File: config.mk
export PLATFORM = sky130hd
export DESIGN_NAME = nrsp_isqrt
export DESIGN_NICKNAME = d
export VERILOG_FILES = /design/src/hw/rtl/nrsp_pkg.sv /design/src/hw/rtl/nrsp_isqrt.sv
export SDC_FILE = /design/constraint.sdc
export NUM_CORES = 1
export LEC_CHECK = 0
export BUFFER_PORTS_ARGS = -buffer_cell sky130_fd_sc_hd__buf_2
export CAP_MARGIN = 20
export CORE_MARGIN = 5
export CORE_UTILIZATION = 60
export DETAILED_ROUTE_END_ITERATION = 6
export PLACE_DENSITY = 0.83
export SETUP_SLACK_MARGIN = 0.05
export SLEW_MARGIN = 10
export SYNTH_ARGS = -nofsm -noshare
export SYNTH_HDL_FRONTEND = slang
export SYNTH_SLANG_ARGS = --single-unit
File: constraint.sdc
create_clock -name clk -period 7.5 [get_ports clk]
set_input_delay 0 -clock clk [delete_from_list [all_inputs] [get_ports clk]]
set_output_delay 0 -clock clk [all_outputs]
set_load 0.05 [all_outputs]
File: src/hw/rtl/nrsp_pkg.sv
// Shared definitions for the nearest ray-sphere pick block.
// Holds table sizing, request and register codes, and the square root unit's port structs.
// No dependencies.
`default_nettype none

package nrsp_pkg;

  // Table sizing
  localparam int MAX_ENTRIES = 64;
  localparam int IDX_W       = $clog2(MAX_ENTRIES);
  localparam int CNT_W       = $clog2(MAX_ENTRIES + 1);

  // Request codes carried on op
  localparam logic OP_LOAD  = 1'b0;
  localparam logic OP_QUERY = 1'b1;

  // Register indexes (word address bit 2)
  localparam logic REG_NUM_ENTRIES   = 1'b0;
  localparam logic REG_SPHERE_RADIUS = 1'b1;

  // Reset values of the registers
  localparam logic [6:0]  NUM_ENTRIES_RST   = 7'd27;
  localparam logic [14:0] SPHERE_RADIUS_RST = 15'd256;

  // Square root unit start and result
  typedef struct packed {
    logic        start;
    logic [63:0] operand;
  } sqrt_req_t;

  typedef struct packed {
    logic        done;
    logic [31:0] root;
  } sqrt_resp_t;

endpackage

`default_nettype wire

File: src/hw/rtl/nrsp_isqrt.sv
// Bit-serial integer square root, floor(sqrt(v)) of a 64-bit value.
// One result bit per cycle, 32 result bits per operand; depends on nrsp_pkg.
`default_nettype none

module nrsp_isqrt (
  input  wire logic               clk,
  input  wire logic               rst,
  input  wire nrsp_pkg::sqrt_req_t  req,
  output nrsp_pkg::sqrt_resp_t    resp
);
  import nrsp_pkg::*;

  logic        busy;
  logic        done;
  logic [4:0]  cnt;
  logic [63:0] val;
  logic [33:0] rem;
  logic [31:0] root;

  logic [35:0] rem_sh;
  logic [35:0] trial;
  logic        ge;
  logic [33:0] rem_next;
  logic [31:0] root_next;

  // One restoring step: bring down two bits, try root*4+1
  always_comb begin
    rem_sh    = {rem, val[63:62]};
    trial     = {2'b00, root, 2'b01};
    ge        = (rem_sh >= trial);
    rem_next  = ge ? 34'(rem_sh - trial) : rem_sh[33:0];
    root_next = {root[30:0], ge};
  end

  // Control: start loads the operand, done pulses after the last step
  always_ff @(posedge clk) begin
    if (rst) begin
      busy <= 1'b0;
      done <= 1'b0;
      cnt  <= '0;
    end else begin
      done <= 1'b0;
      if (req.start) begin
        busy <= 1'b1;
        cnt  <= '0;
      end else if (busy) begin
        cnt <= cnt + 5'd1;
        if (cnt == 5'd31) begin
          busy <= 1'b0;
          done <= 1'b1;
        end
      end
    end
  end

  // Datapath
  always_ff @(posedge clk) begin
    if (req.start) begin
      val  <= req.operand;
      rem  <= '0;
      root <= '0;
    end else if (busy) begin
      val  <= {val[61:0], 2'b00};
      rem  <= rem_next;
      root <= root_next;
    end
  end

  assign resp.done = done;
  assign resp.root = root;

endmodule

`default_nettype wire

Word level (Yosys, flattened, before mapping). Index checks and enable logic that the tools add are counted.

Word-level logic and storage cells: 21. Register bits: 137. Output and inout bits: 33.

Muxes and demuxes: 7. Reductions and logical operators: 3. Bitwise gates (word level): 1. Eq/ne operators: 1. Add/sub/neg operators: 2. $lt $le $gt $ge: 1.

Operators by type and width (count): two-way mux 64 bit (2); greater-or-equal comparator 36 x 34 -> 1 bit (1); two-way mux 34 bit (1); subtractor 34 bit (1); adder 5 x 1 -> 5 bit (second input constant) (1); == test 5 bit (second input constant) (1); two-way mux 1 bit (4); OR reduction 3 bit (1); nonzero test 2 bit (1); OR reduction 2 bit (1); inverter 1 bit (1).

Logic depth before layout (Yosys ltp).
Depth in word-level cells: 4. Depth in mapped cells: 15. Mapped depth without buffers: 12.

Worst setup path after synthesis. OpenSTA, ideal clock, no wires.

Kind: register -> register. Start point: register root[3]. End point: register rem[14]. Stages on the path, launching flop included: 14. Library setup time: 138 ps. Data arrival time: 2888 ps. Path slack: 4474 ps. Buffers on the path: 2. Data required time: 7362 ps. Cells stage by stage: dfxtp_1 -> inv_1 -> ha_1 -> a211o_1 -> a21o_1 -> o21ai_1 -> o211ai_2 -> a21oi_2 -> and2_1 -> o31a_2 -> buf_6 -> buf_8 -> mux2i_1 -> a211oi_2.

Longest elaborated chain between the ends: 2. Elaborated cells between the ends (all ways): 3. Those cells by class: add/sub (1); order compare (1); mux (1).

Ends and longest elaborated chain: start, declared (line nrsp_isqrt.sv:18) `logic [31:0] root;`; start signal, assigned (line nrsp_isqrt.sv:65) `root <= root_next;`; subtractor 34 bit / greater-or-equal comparator 36 x 34 -> 1 bit (equally long branches) (line nrsp_isqrt.sv:31, nrsp_isqrt.sv:30); two-way mux 34 bit (*) (line nrsp_isqrt.sv:31) `rem_next = ge ? 34'(rem_sh - trial) : rem_sh[33:0];`; end signal, assigned (line nrsp_isqrt.sv:64) `rem <= rem_next;`; end, declared (line nrsp_isqrt.sv:17) `logic [33:0] rem;`.

Mark *: on every way between the ends. The rest lies on a longest branch, timed or not. A chain may end at the register's enable or synchronous reset.

Final worst setup path.
Start point: register root[27]. End point: register rem[10].

Longest elaborated chain between the ends: 2.

Ends and longest elaborated chain: greater-or-equal comparator 36 x 34 -> 1 bit (line nrsp_isqrt.sv:30) `ge = (rem_sh >= trial);`; two-way mux 34 bit (line nrsp_isqrt.sv:31).

No other way between the ends.

==> out/summary.txt <==
DP Area: 7860 µm²
vias in the first global route: 6153
drt initial violations: 436
core region area: 12000 µm²
ys flop type: dfxtp_1
required time of the critical path: 7.84 ns
clk sinks: 137
Pre-antenna DRT Iters: 5
post-synthesis net count: 810
xor/xnor share of the synthesized area: 3.94%
crit path launch type: register
cts bufs inserted: 17
area grow syn2layout: 25.1%
Pleak: 3.80 nW
synth unique cells: 55
CP max FO: 36
CTS tree: built
initial antenna violation count: 0
Adder-Cell Fraction of Synth Area: 6.15%
Hold Path End: val[34]
r2r setup slk: 4.14 ns
worst setup margin: 4.14 ns
Total GRT Usage: 27.6%
FF+latch area: 3390 µm²
initial core utilization: 61.0%
final instance area: 9170 µm²
largest net degree at the start of global routing: 80
Post-synth EDFFs: 64
vias: 5990
achievable clock frequency: 0.298 GHz
Die Area: 14500 µm²
first-pass GRT wire length: 31600 µm
Final Cycle Share: 44.8%
Synth top area share: 26.2%
grt ovf: 0
Final Skew: 0.0121 ns
area of the mapped netlist: 7330 µm²
die width: 121 µm
Die H: 121 µm
share of cells above drive strength 1: 24.3%
hold_sp: req[64]
fin util: 76.3%
Fillers: 725
Slew Viols, Final: 0
r2r startpoint: root[27]
fin nets: 962
status: completed
Reg clk slew, reported paths: 0.06 ns
post-route setup TNS: 0 ns
multi-input logic area: 3620 µm²
fraction of registers with async set/reset: 0%
critical-path cell list: inv_1, ha_1, a21oi_1, nor2b_1, o21ai_1, nand2b_1, a21o_1, a2111oi_0, o31a_2, buf_12, nand2_1, o31a_1, a211oi_2
Post-Synth Simple-Gate Area: 9.67%
DP Worst Slack: 3.96 ns
RSZ-0062 raised after global routing: false
Worst Max-Slew Pin Slew: 0.885 ns
Routed Antenna Nets: 0
Hold Crit Depth: 2
Boundary Pins: 100
Final Hold Viols: 0
I/O Buffers: 99
post-CTS setup buffer count: 0
CP peak stage delay: 0.58 ns
CTS max path bufs: 2
drt wl/cell: 19.1 µm
Post-Syn Instances: 707
n_diodes: 0
syn avg cell area: 10.4 µm²
fin cells: 1019
CTS resizes: 0
vias per inst: 5.88
Synth area leader: edfxtp_1
YS warnings: 0
Hold-fix buffers, CTS: 65
Slew HR: 41.0%
Seq cells post-synth: 137
max_cap viols: 0
buffers plus inverters on the worst setup path: 2
sequential area share after synthesis: 46.2%
Compound-Gate Fraction of Synth Area: 14.5%
Worst Reg-to-Reg Cells: 13
hold_ws: 0.259 ns
CTS root buffer: clkbuf_16
Max VDD drop: 0.250 mV
worst skew pair latency: 0.44 ns
GPL Wtd Cong: 0.913
DPL Wire Length: 10600 µm
Worst Path Arrival: 3.70 ns
Power, Total: 3.44 mW
most common cell in the netlist: nor2_1
worst r2r dst: rem[10]
largest cells by area after synthesis: edfxtp_1 26%, dfxtp_1 20%, mux2_2 9.5%, ha_1 6.1%, mux2i_1 5.6%
placed cells: 921
Final Critical Period: 3.36 ns
endpoints failing setup: 0
Post-synth top cells: 99 x nor2_1, 73 x dfxtp_1, 64 x edfxtp_1
# rows: 40
Top delay family on crit path: compound AO/OA/AOI/OAI gates
H-tree depth: 4
final WL: 19500 µm
post-synthesis mux area share: 15.1%
Setup crit end kind: register
Setup CP Type: reg -> reg
Residual DRC: 0
Pwr Density: 375 nW/µm²
CP max stage cell: o31a_2
HP Class: in -> reg
largest family of logic cells by synthesized area: multiplexers
-- layout by cell type (no fill, tap or decap), types with 5 or more instances in the layout --
| master | Yosys | final |
|---|---|---|
| a211oi_1 | 20 | 20 |
| a211oi_2 | 6 | 6 |
| a21o_1 | 14 | 14 |
| a21oi_1 | 51 | 51 |
| and2_1 | 5 | 5 |
| buf_2 | 6 | 98 |
| clkbuf_16 | 0 | 20 |
| clkinv_4 | 0 | 5 |
| dfxtp_1 | 73 | 72 |
| dlygate4sd3_1 | 0 | 65 |
| edfxtp_1 | 64 | 64 |
| ha_1 | 36 | 36 |
| inv_1 | 40 | 39 |
| mux2_2 | 62 | 62 |
| mux2i_1 | 41 | 41 |
| nand2_1 | 27 | 27 |
| nand2b_1 | 8 | 8 |
| nand3_1 | 5 | 5 |
| nor2_1 | 99 | 99 |
| nor3_1 | 6 | 6 |
| o21ai_0 | 21 | 21 |
| o21ai_1 | 5 | 5 |
| o21bai_1 | 6 | 6 |
| xnor2_1 | 19 | 19 |
| xor2_1 | 14 | 14 |
-- worst max-delay path by stage --
stage | to | slack (ns) | cells past startpoint | start
after global placement | rem[14] | 4.13 | 11 | root[3]
after detailed placement | rem[4] | 3.96 | 12 | root[12]
final | rem[10] | 4.14 | 13 | root[27]
after floorplan | rem[14] | 4.47 | 13 | root[3]
after global routing | rem[10] | 3.93 | 13 | root[27]
after CTS | rem[10] | 3.93 | 12 | root[12]
-- final cells by class --
class | count | share of cell area, %
well taps | 147 | 2.01
inverters | 40 | 1.64
multi-input cells | 495 | 39.5
repair buffers | 168 | 13.0
flip-flops and latches | 137 | 36.9
clock inverters | 11 | 1.31
clock buffers | 21 | 5.61
-- routing by layer --
layer	share of wire (%)	wire length, µm	GRT usage, %	vias to the layer above
met5	0	0	0	-
met4	3.1	596	11.3	0
met3	6.9	1340	7.53	59
met2	51	9880	47.4	269
met1	39	7670	32.8	2803
li1	-	-	-	2859
-- report_power, final --
group	internal (mW)	total [mW]	switching, mW
sequential	0.890	0.965	0.0752
clock	0.534	0.884	0.350
combinational	0.677	1.59	0.912
-- sequential cells by signal (all words and copies together) (netlist names) --
register / count
val: 64
rem: 34
root: 32
cnt: 5
busy: 1
done: 1
-- cells by family after synthesis --
family	after synthesis
flops	137
fa+ha+maj	36
simple gates	165
compound gates	158
xor+xnor	33
buf+inv	75
mux	103
No activity file was read; power rests on OpenSTA's default activity.
